`src/rtl/fwid_pkg.sv`:
```
// Shared types and constants for the queue with indexed discard.
`default_nettype none
package fwid_pkg;

  localparam int unsigned Depth  = 16;
  localparam int unsigned WordW  = 32;
  localparam int unsigned PosW   = 4;
  localparam int unsigned CountW = 5;

  typedef enum logic [1:0] {
    OP_ENQUEUE = 2'd0,
    OP_DEQUEUE = 2'd1,
    OP_DISCARD = 2'd2,
    OP_QUERY   = 2'd3
  } op_e;

  typedef struct packed {
    logic load;
    logic shift;
  } cell_ctrl_t;

endpackage
`default_nettype wire

```
`src/rtl/fwid_if.sv`:
```
// Request and response channel interfaces of the queue.
`default_nettype none
interface fwid_in_if;
  import fwid_pkg::*;
  logic                     valid;
  logic                     ready;
  logic [1:0]               operation;
  logic signed [WordW-1:0]  value;
  logic [PosW-1:0]          position;

  modport source (output valid, output operation, output value, output position, input ready);
  modport sink (input valid, input operation, input value, input position, output ready);
endinterface

interface fwid_out_if;
  import fwid_pkg::*;
  logic                     valid;
  logic                     ready;
  logic signed [WordW-1:0]  front_value;
  logic [CountW-1:0]        count;
  logic                     is_empty;
  logic                     error;

  modport source (output valid, output front_value, output count, output is_empty,
                  output error, input ready);
  modport sink (input valid, input front_value, input count, input is_empty,
                input error, output ready);
endinterface
`default_nettype wire

```
`src/rtl/fwid_cell.sv`:
```
// One storage cell of the queue chain: holds a word, loads or takes its neighbor's word.
`default_nettype none
module fwid_cell (
  input  wire logic                            clk_i,
  input  wire fwid_pkg::cell_ctrl_t            ctrl_i,
  input  wire logic [fwid_pkg::WordW-1:0]      value_i,
  input  wire logic [fwid_pkg::WordW-1:0]      next_i,
  output logic      [fwid_pkg::WordW-1:0]      data_d_o,
  output logic      [fwid_pkg::WordW-1:0]      data_q_o
);
  import fwid_pkg::*;

  logic [WordW-1:0] data_q;
  logic [WordW-1:0] data_d;

  always_comb begin
    if (ctrl_i.load) begin
      data_d = value_i;
    end else if (ctrl_i.shift) begin
      data_d = next_i;
    end else begin
      data_d = data_q;
    end
  end

  always_ff @(posedge clk_i) begin
    data_q <= data_d;
  end

  assign data_d_o = data_d;
  assign data_q_o = data_q;

endmodule
`default_nettype wire

```
`src/rtl/fifo_with_indexed_discard.sv`:
```
// Top level of the bounded queue with enqueue, dequeue, discard at position and query.
// The queue takes one operation per cycle: the response appears in the output register in the
// cycle after the request transfer, and a new request is taken while the previous response
// is still waiting as long as that response is taken in the same cycle. The words sit in a
// chain of Depth cells with the front in cell 0; a dequeue or discard moves every cell at or
// behind the removed place forward by one, all together, and an enqueue loads the cell
// at the current count. A discard at a position not below the count, a dequeue on an empty
// queue and an enqueue on a full queue report an error and leave the queue unchanged.
`default_nettype none
module fifo_with_indexed_discard (
  input  wire logic clk_i,
  input  wire logic rst_ni,
  fwid_in_if.sink   in_i,
  fwid_out_if.source out_o
);
  import fwid_pkg::*;

  localparam int unsigned OccW = $clog2(Depth + 1);
  localparam int unsigned CmpW = (OccW > PosW) ? OccW : PosW;

  logic [OccW-1:0]  occ_q, occ_d;
  logic             take;
  op_e              op;
  logic [CmpW-1:0]  occ_ext, pos_ext, rem_idx;
  logic             enq_ok, rem_ok, err;

  cell_ctrl_t       ctrl    [Depth];
  logic [WordW-1:0] cell_d  [Depth];
  logic [WordW-1:0] cell_q  [Depth];

  logic                    out_valid_q;
  logic signed [WordW-1:0] front_q;
  logic [CountW-1:0]       count_q;
  logic                    empty_q;
  logic                    err_q;

  assign in_i.ready = !out_valid_q || out_o.ready;
  assign take       = in_i.valid && in_i.ready;
  assign op         = op_e'(in_i.operation);
  assign occ_ext    = CmpW'(occ_q);
  assign pos_ext    = CmpW'(in_i.position);

  always_comb begin
    enq_ok  = 1'b0;
    rem_ok  = 1'b0;
    err     = 1'b0;
    rem_idx = '0;
    unique case (op)
      OP_ENQUEUE: begin
        enq_ok = (occ_q != OccW'(Depth));
        err    = !enq_ok;
      end
      OP_DEQUEUE: begin
        rem_ok = (occ_q != '0);
        err    = !rem_ok;
      end
      OP_DISCARD: begin
        rem_ok  = (pos_ext < occ_ext);
        err     = !rem_ok;
        rem_idx = pos_ext;
      end
      OP_QUERY: begin
        err = 1'b0;
      end
      default: begin
        err = 1'b0;
      end
    endcase
  end

  always_comb begin
    occ_d = occ_q;
    if (take && enq_ok) begin
      occ_d = occ_q + OccW'(1);
    end else if (take && rem_ok) begin
      occ_d = occ_q - OccW'(1);
    end
  end

  for (genvar i = 0; i < Depth; i++) begin : g_cell
    logic [WordW-1:0] next_word;

    if (i == Depth - 1) begin : g_last
      assign next_word = '0;
    end else begin : g_mid
      assign next_word = cell_q[i+1];
    end

    assign ctrl[i].load  = take && enq_ok && (CmpW'(i) == occ_ext);
    assign ctrl[i].shift = take && rem_ok && (CmpW'(i) >= rem_idx);

    fwid_cell u_cell (
      .clk_i    (clk_i),
      .ctrl_i   (ctrl[i]),
      .value_i  (in_i.value),
      .next_i   (next_word),
      .data_d_o (cell_d[i]),
      .data_q_o (cell_q[i])
    );
  end

  always_ff @(posedge clk_i or negedge rst_ni) begin
    if (!rst_ni) begin
      occ_q       <= '0;
      out_valid_q <= 1'b0;
    end else begin
      occ_q <= occ_d;
      if (take) begin
        out_valid_q <= 1'b1;
      end else if (out_o.ready) begin
        out_valid_q <= 1'b0;
      end
    end
  end

  always_ff @(posedge clk_i) begin
    if (take) begin
      front_q <= (occ_d != '0) ? cell_d[0] : '0;
      count_q <= CountW'(occ_d);
      empty_q <= (occ_d == '0);
      err_q   <= err;
    end
  end

  assign out_o.valid       = out_valid_q;
  assign out_o.front_value = front_q;
  assign out_o.count       = count_q;
  assign out_o.is_empty    = empty_q;
  assign out_o.error       = err_q;

  a_occ_bound : assert property (@(posedge clk_i) disable iff (!rst_ni)
    occ_q <= OccW'(Depth))
    else $error("Occupancy exceeds the queue depth.");

  a_err_holds : assert property (@(posedge clk_i) disable iff (!rst_ni)
    take && err |=> occ_q == $past(occ_q))
    else $error("A rejected operation changed the occupancy.");

  a_enq_grows : assert property (@(posedge clk_i) disable iff (!rst_ni)
    take && enq_ok |=> occ_q == $past(occ_q) + OccW'(1))
    else $error("An accepted enqueue did not add one entry.");

  a_empty_flag : assert property (@(posedge clk_i) disable iff (!rst_ni)
    take |=> out_o.valid && (out_o.is_empty == (occ_q == '0)))
    else $error("Empty flag disagrees with the occupancy.");

endmodule
`default_nettype wire

```
`src/flat_wrapper.sv`:
```
// flat-port wrapper written by rule: the top's interface ports become plain ports
module fifo_with_indexed_discard_flat import fwid_pkg::*;
  (clk_i, rst_ni, in_i_valid, in_i_operation, in_i_value, in_i_position, in_i_ready, out_o_valid, out_o_front_value, out_o_count, out_o_is_empty, out_o_error, out_o_ready);
  fwid_in_if in_i_i ();
  fwid_out_if out_o_i ();
  input  wire logic clk_i;
  input  wire logic rst_ni;
  input wire logic [$bits(in_i_i.valid)-1:0] in_i_valid;
  input wire logic [$bits(in_i_i.operation)-1:0] in_i_operation;
  input wire logic [$bits(in_i_i.value)-1:0] in_i_value;
  input wire logic [$bits(in_i_i.position)-1:0] in_i_position;
  output wire logic [$bits(in_i_i.ready)-1:0] in_i_ready;
  output wire logic [$bits(out_o_i.valid)-1:0] out_o_valid;
  output wire logic [$bits(out_o_i.front_value)-1:0] out_o_front_value;
  output wire logic [$bits(out_o_i.count)-1:0] out_o_count;
  output wire logic [$bits(out_o_i.is_empty)-1:0] out_o_is_empty;
  output wire logic [$bits(out_o_i.error)-1:0] out_o_error;
  input wire logic [$bits(out_o_i.ready)-1:0] out_o_ready;
  assign in_i_i.valid = in_i_valid;
  assign in_i_i.operation = in_i_operation;
  assign in_i_i.value = in_i_value;
  assign in_i_i.position = in_i_position;
  assign in_i_ready = in_i_i.ready;
  assign out_o_valid = out_o_i.valid;
  assign out_o_front_value = out_o_i.front_value;
  assign out_o_count = out_o_i.count;
  assign out_o_is_empty = out_o_i.is_empty;
  assign out_o_error = out_o_i.error;
  assign out_o_i.ready = out_o_ready;
  fifo_with_indexed_discard u_core (.clk_i(clk_i), .rst_ni(rst_ni), .in_i(in_i_i), .out_o(out_o_i));
endmodule
```
`config.mk`:
```
export PLATFORM = sky130hd
export DESIGN_NAME = fifo_with_indexed_discard_flat
export DESIGN_NICKNAME = d
export VERILOG_FILES = /design/src/rtl/fwid_pkg.sv /design/src/rtl/fwid_if.sv /design/src/rtl/fwid_cell.sv /design/src/rtl/fifo_with_indexed_discard.sv /design/src/flat_wrapper.sv
export SDC_FILE = /design/constraint.sdc
export NUM_CORES = 1
export LEC_CHECK = 0
export BUFFER_PORTS_ARGS = -buffer_cell sky130_fd_sc_hd__clkbuf_2
export CAP_MARGIN = 0
export CORE_MARGIN = 2
export CORE_UTILIZATION = 35
export CTS_BUF_LIST = sky130_fd_sc_hd__clkbuf_2
export CTS_CLUSTER_SIZE = 8
export DETAILED_ROUTE_END_ITERATION = 7
export GPL_TIMING_DRIVEN = 0
export SETUP_SLACK_MARGIN = 0.4
export SLEW_MARGIN = 20
export SYNTH_ARGS = -nofsm -noshare
export SYNTH_HDL_FRONTEND = slang
export SYNTH_SLANG_ARGS = --single-unit
```
`constraint.sdc`:
```
create_clock -name clk_i -period 5.5 [get_ports clk_i]
set_input_delay 0.275 -clock clk_i [delete_from_list [all_inputs] [get_ports clk_i]]
set_output_delay 0.275 -clock clk_i [all_outputs]
set_load 0.01 [all_outputs]
```
* Word level (Yosys, flattened, before mapping)
Index checks and enable logic that the tools add are counted. Widths: inputs -> output; s select.
Cells by class: add/sub/neg operators 2, multiply operators 0, div/mod/pow operators 0, order comparisons 17, equal/unequal tests 19, shift operators 0, muxes and demuxes 40, bitwise operators 0, reduce and logical (&&, ||, !) cells 61
Operators by type and width (number):
- $mux 32 | 32
- $eq 4x5->1 const A | 8
- $logic_and 1x1->1 | 35
- $ge 4x4->1 const A | 8
- $reduce_bool 2->1 | 16
- $eq 3x5->1 const A | 4
- $ge 3x4->1 const A | 4
- $eq 2x5->1 const A | 2
- $logic_not 5->1 | 2
- $mux 5 | 2
- $reduce_bool 5->1 | 2
- $ge 1x4->1 const A | 2
- $ge 2x4->1 const A | 2
- $add 5x1->5 const B | 1
- $eq 1x5->1 const A | 1
- $lt 4x5->1 | 1
- $ne 5x5->1 const B | 1
- $sub 5x1->5 const B | 1
- $eq 2x2->1 const B | 2
- $logic_not 1->1 | 4
- $mux 4 | 1
- $pmux 1 s4 | 1
- $mux 1 | 3
- $eq 2x1->1 const B | 1
- 3 further kinds | 3
Word-level totals: bits in registers 557, bits in latches 0, memory bits (writable) 0, ROM bits 0, input port bits 42, output and inout port bits 41, memories 0

* Depth between registers and ports, before layout
depth in word-level cells 7, mapped depth 11

* By module
From an unflattened synthesis, not the netlist that was laid out.
Second synthesis, totals: cell total of the unflattened synthesis 2445, area total of the unflattened synthesis 24247.0 um2
By module, submodules not included:
- fwid_cell | instances 16, cells an instance 139, area an instance 1355.0 um2, seq. area each 640.6 um2
- fifo_with_indexed_discard | instances 1, cells an instance 221, area an instance 2566.2 um2, seq. area each 1321.3 um2

* Worst setup path after synthesis
Ideal clock, no wire load.
path kind register to register, start reg u_core.occ_q[2] (netlist: u_core.occ_ext[2]), end reg u_core.g_cell[4].u_cell.data_q[0], enable pin, setup time 0.466 ns, arrival 3.944 ns, path slack 1.090 ns, stages on the path, launching flop included 9, buffers on the path 0, period minus slack after synthesis 4.410 ns, cells stage by stage dfrtp_1 -> inv_1 -> ha_1 -> nand2_1 -> o2111ai_1 -> o211a_4 -> nor2_2 -> nand2_1 -> o21ai_0
Between the ends: longest elaborated chain between the ends 5, elaborated cells between the ends (all ways) 11, those cells by class order compare: 1; eq/ne: 2; mux: 2; reduce/logical: 6
RTL lines:
- start: declaration | line fifo_with_indexed_discard.sv:21 | logic [OccW-1:0] occ_q, occ_d;
- start signal: assignment | line fifo_with_indexed_discard.sv:104 | occ_q <= '0;
- start signal: assignment | line fifo_with_indexed_discard.sv:107 | occ_q <= occ_d;
- $lt 4x5->1, or another cell as far along | line fifo_with_indexed_discard.sv:58 | rem_ok = (pos_ext < occ_ext);
- $pmux 1 s2 / $mux 1 (equally long branches) | line fifo_with_indexed_discard.sv:48 | unique case (op)
- $logic_and 1x1->1 (on tied branches) (2 in a row) | line fifo_with_indexed_discard.sv:90, fifo_with_indexed_discard.sv:89
- $reduce_bool 2->1 (no line) (*)
- end signal: assignment | line fwid_cell.sv:27 | data_q <= data_d;
- end: declaration | line fwid_cell.sv:13 | logic [WordW-1:0] data_q;
Every way passes the cells marked *; elsewhere a longest branch is shown, timed or not. A chain may end at the register's enable or synchronous reset.

* Worst setup path after layout
start in in_i_operation[0], end reg u_core.g_cell[11].u_cell.data_q[10], enable pin
Between the ends: longest elaborated chain between the ends 5, elaborated cells between the ends (all ways) 12, those cells by class order compare: 1; eq/ne: 2; mux: 3; reduce/logical: 6
RTL lines:
- start: declaration | line flat_wrapper.sv:9 | input wire logic [$bits(in_i_i.operation)-1:0] in_i_operation;
- $eq 2x2->1, or another cell as far along | line fifo_with_indexed_discard.sv:48
- $mux 4, or another cell as far along | line fifo_with_indexed_discard.sv:48
- $ge 4x4->1, or another cell as far along | line fifo_with_indexed_discard.sv:90 | assign ctrl[i].shift = take && rem_ok && (CmpW'(i) >= rem_idx);
- $logic_and 1x1->1 (on tied branches) | line fifo_with_indexed_discard.sv:90, fifo_with_indexed_discard.sv:89
- $reduce_bool 2->1 (no line) (*)
- end signal: assignment | line fwid_cell.sv:27
- end: declaration | line fwid_cell.sv:13
Marks and branches as above.

==> results.txt <==
The number of vias per cell after detailed routing is 5.033. The number of top-level design ports came out at 83. For this configuration, the core starts out at a cell density of 35.44%.

The final period demand of the worst path is 4.573 ns. The cell area after technology mapping is 0.02388 mm2. Summed over all layers, the global routing overflow is 0. The average cell area after synthesis is 16.89 um2. The number of instances resized during post-cts repair is 0. The static leakage power is 9.963 nW. The largest net degree at the start of global routing is 40. The kind of cell adding the most delay to the critical path is buffers and inverters. The initial antenna violation count came to 4. The worst endpoint data arrival time came out at 5.55 ns. The synthesis-stage register bit count came out at 557. The flop-to-flop setup slack came out at 1.14 ns.

The most frequent standard cell in the layout excluding fill and tap cells is edfxtp_1. The multi-input gate area in the final layout is 0.007153 mm2. The wire length of the first global-routing pass came out at 88820 um. The post-detailed-route wirelength per cell came out at 21.77 um. Registers take 0.01638 mm2. Port buffering added 82 buffers. The area growth from synthesis to layout is 17.70%.

In this run the power density over the cells is 323.0 mW/mm2. The count of routing violations after the opening detailed-route iteration came out at 1125. The iteration count of the initial detailed-routing pass is 5. The total buffers and inverters traversed by the critical path came out at 7. The clock transition at the registers of the reported paths came out at 0.11 ns.

The CTS buffer count is 144. The highest cell delay on the worst timing path is 0.81 ns. The power consumption is 9.079 mW.

TritonCTS built the clock tree. For this run, the top clock speed supported by timing is 0.2187 GHz. The slowest stage of the critical path belongs to the cell nor2_1. At the end of routability-driven placement, the weighted congestion stood at 0.8447.

The final setup skew is 0.05872 ns. The H-tree depth came out at 4. Buffers added to address setup during post-CTS repair amount to 0. The via count of the first global-routing pass is 14481. The routed design uses 3797 um of met3 wire.

Counting flops with a built-in enable in the synthesized netlist gives 519. The utilization after layout is 41.71%. In this design, the critical path's most frequently occurring cell is dlygate4sd3_1. After detailed routing, the number of remaining DRC violations is 0. For this block, wires on met1 add up to 26090 um. The number of max-capacitance violations reported came out at 0. The run finished with clean final reports. The total length of routed wires came out at 59420 um. The worst hold path class is input port to flop. Of all flip-flops after synthesis, the portion carrying an async set or reset was 1.077%. The number of nets with antenna violations after routing is 0.

In the layout the commonest cells are edfxtp_1, mux2_2, clkbuf_2, clkbuf_1, dlygate4sd3_1. Setup repair after global routing left no endpoint under its margin. The count of yosys warnings during synthesis came out at 0.

The final worst hold slack is 0.2141 ns. For this run, the post-layout net count is 1797. The number of cells after detailed placement came out at 2383. The amount of wire on met2 after detailed routing is 28020 um. Clock tree synthesis selected as its root buffer the cell clkbuf_2. The overall die area came out at 0.07034 mm2. The final critical path takes up 83.14% of the cycle. The non-filler instance count after layout is 2730.

The critical path is of the input port to flop type. The share of final-layout standard cells stronger than drive strength 1 is 44.89%. The maximum ir drop on the vdd rail came out at 0.1491 mV. The synthesized netlist contains 52 unique library cells. Of all nets on the critical path, the largest fanout is 18. The hold path depth is 4.

In this run the tightest slew margin relative to its limit is 28.76%. The die height is 265.2 um. In the synthesized netlist the dominant register cell turns out to be edfxtp_1.

The standard-cell row count came out at 95. The number of pins exceeding their max-slew limit in the final report came out at 0. The share of the Yosys chip area taken by registers is 68.57%.

The summed area of non-filler cells in the final layout came out at 0.02811 mm2. The worst setup path is captured at a flop. The critical path goes through dlygate4sd3_1 > clkbuf_2 > dlygate4sd3_1 > inv_1 > ha_1 > dlygate4sd3_1 > nand2_1 > nor2_1 > nand3_1 > nor2_1 > clkbuf_1 > a21o_2 > buf_16. Synthesis handed over a netlist of 1414 instances. The HPWL reported at the end of detailed placement came out at 37440 um. The final hold violation count came out at 0.

In this run the top signal layer used is met5. The count of vias placed by the detailed router came out at 13739. The filler cell count in the final layout came out at 6077.

The actual transition at the worst max-transition pin came out at 1.069 ns. The total placed instance area is 0.02583 mm2. The floorplan die width came out at 265.2 um.

The core box area is 0.06740 mm2. STA classifies the critical path startpoint as an input port. The buffer depth of the longest clock path is 3. The clock latency at the later pin of the worst-skew pair came out at 1.31 ns. The TritonCTS sink count came out at 557. At the worst endpoint, the required time is 6.47 ns. The path depth of the worst reg2reg path is 11. The number of setup violations in the final report is 0. The global-route usage over all layers is 16.99%. The cell count along the critical path came out at 13. The number of nets in the synthesized netlist is 1469.
-- worst reg2reg max path, cell delays in order (launching register included) --
cell	delay [ns]
dfrtp_1	0.47
inv_1	0.24
ha_1	0.30
and3_4	0.18
dlygate4sd3_1	0.59
o211a_4	0.30
dlygate4sd3_1	0.56
or4_1	0.55
nand4_1	0.19
nor4_4	0.13
buf_6	0.21
a211oi_1	0.41
-- report_power, final --
group | total (mW) | leakage [nW] | switching, mW | internal [mW]
logic | 0.938 | 3.80 | 0.533 | 0.405
clock network | 3.08 | 1.08 | 1.72 | 1.36
registers | 5.07 | 5.08 | 0.0977 | 4.97
total | 9.08 | 9.96 | 2.35 | 6.73
-- worst paths after layout --
check | startpoint | to
min in group asynchronous | rst_ni | u_core.out_o.valid$_DFFE_PN0P_
hold / removal | in_i_value[30] | u_core.g_cell[15].u_cell.data_q_o[30]$_SDFFCE_PN0P_
max in group asynchronous | rst_ni | u_core.occ_ext[2]$_DFF_PN0_
hold reg to reg | u_core.g_cell[13].u_cell.data_q_o[15]$_DFFE_PP_ | u_core.g_cell[12].u_cell.data_q_o[15]$_DFFE_PP_
setup / recovery | in_i_operation[0] | u_core.g_cell[11].u_cell.data_q_o[10]$_DFFE_PP_
setup reg to reg | u_core.occ_ext[1]$_DFF_PN0_ | u_core.out_o.front_value[21]$_SDFFCE_PN0P_
-- registers in the layout (all words and copies together) (netlist names) --
name,flops
u_core.out_o.front_value,32
u_core.out_o.valid,1
u_core.out_o.count,5
u_core.g_cell.u_cell.data_q_o,512
u_core.occ_ext,5
u_core.out_o.is_empty,1
u_core.out_o.error,1
-- metal layers --
metal	vias up	global-route usage (%)
li1	6247	-
met1	6897	21.95
met2	477	27.10
met3	116	4.471
met4	2	7.146
met5	-	0
-- cells in the mapped netlist (all sizes together), types with 2 or more instances --
| cell | number | area share (%) |
|---|---|---|
| mux2 | 448 | 21 |
| dfrtp | 6 | 0.63 |
| a21o | 3 | 0.094 |
| nor3 | 8 | 0.19 |
| nand3 | 14 | 0.29 |
| nor2 | 50 | 0.80 |
| dfxtp | 32 | 2.7 |
| o2111ai | 2 | 0.073 |
| nand2 | 18 | 0.28 |
| nand2b | 6 | 0.16 |
| mux2i | 32 | 1.3 |
| buf | 10 | 0.35 |
| edfxtp | 519 | 65 |
| nand4 | 2 | 0.052 |
| inv | 13 | 0.20 |
| or4 | 2 | 0.063 |
| a211oi | 32 | 1.2 |
| clkbuf | 91 | 1.4 |
| nor4 | 3 | 0.14 |
| and3 | 36 | 0.96 |
| ha | 13 | 0.68 |
| a211o | 2 | 0.073 |
| a21oi | 34 | 0.71 |
| o21ai | 18 | 0.39 |
| xnor2 | 2 | 0.073 |
| a31o | 2 | 0.073 |
-- cell families after synthesis --
family / synth area share [%]
AND/OR/NAND/NOR: 3.101
multiplexers: 22.46
flip-flops: 68.57
XOR/XNOR: 0.07336
AO/OA/AOI/OAI: 3.133
adder cells (fa/ha/maj): 0.6811
buffers and inverters: 1.980
-- final cells by class --
class | instances | share of cell area (%)
Antenna cell | 6 | 0.05341
Clock buffer | 226 | 4.024
Timing Repair Buffer | 182 | 5.693
Inverter | 13 | 0.1736
Multi-Input combinational cell | 743 | 25.45
Buffer | 101 | 1.509
Sequential cell | 557 | 58.25
Clock inverter | 29 | 0.9614
Tap cell | 873 | 3.886
-- metrics by stage --
| step | setup TNS (ns) | setup WS (ns) |
|---|---|---|
| finish | 0 | 0.9273 |
| CTS | 0 | 1.139 |
| global placement | -200.78 | -1.300 |
| floorplan | 0 | 1.090 |
| global route | 0 | 0.7947 |
| detailed placement | 0 | 1.382 |
-- what timing repair did --
action                     CTS  global route
hold buffers                86             0
hold endpoints to repair   875             0
setup endpoints to repair    0             0
Power figures use the tool's default switching activity.
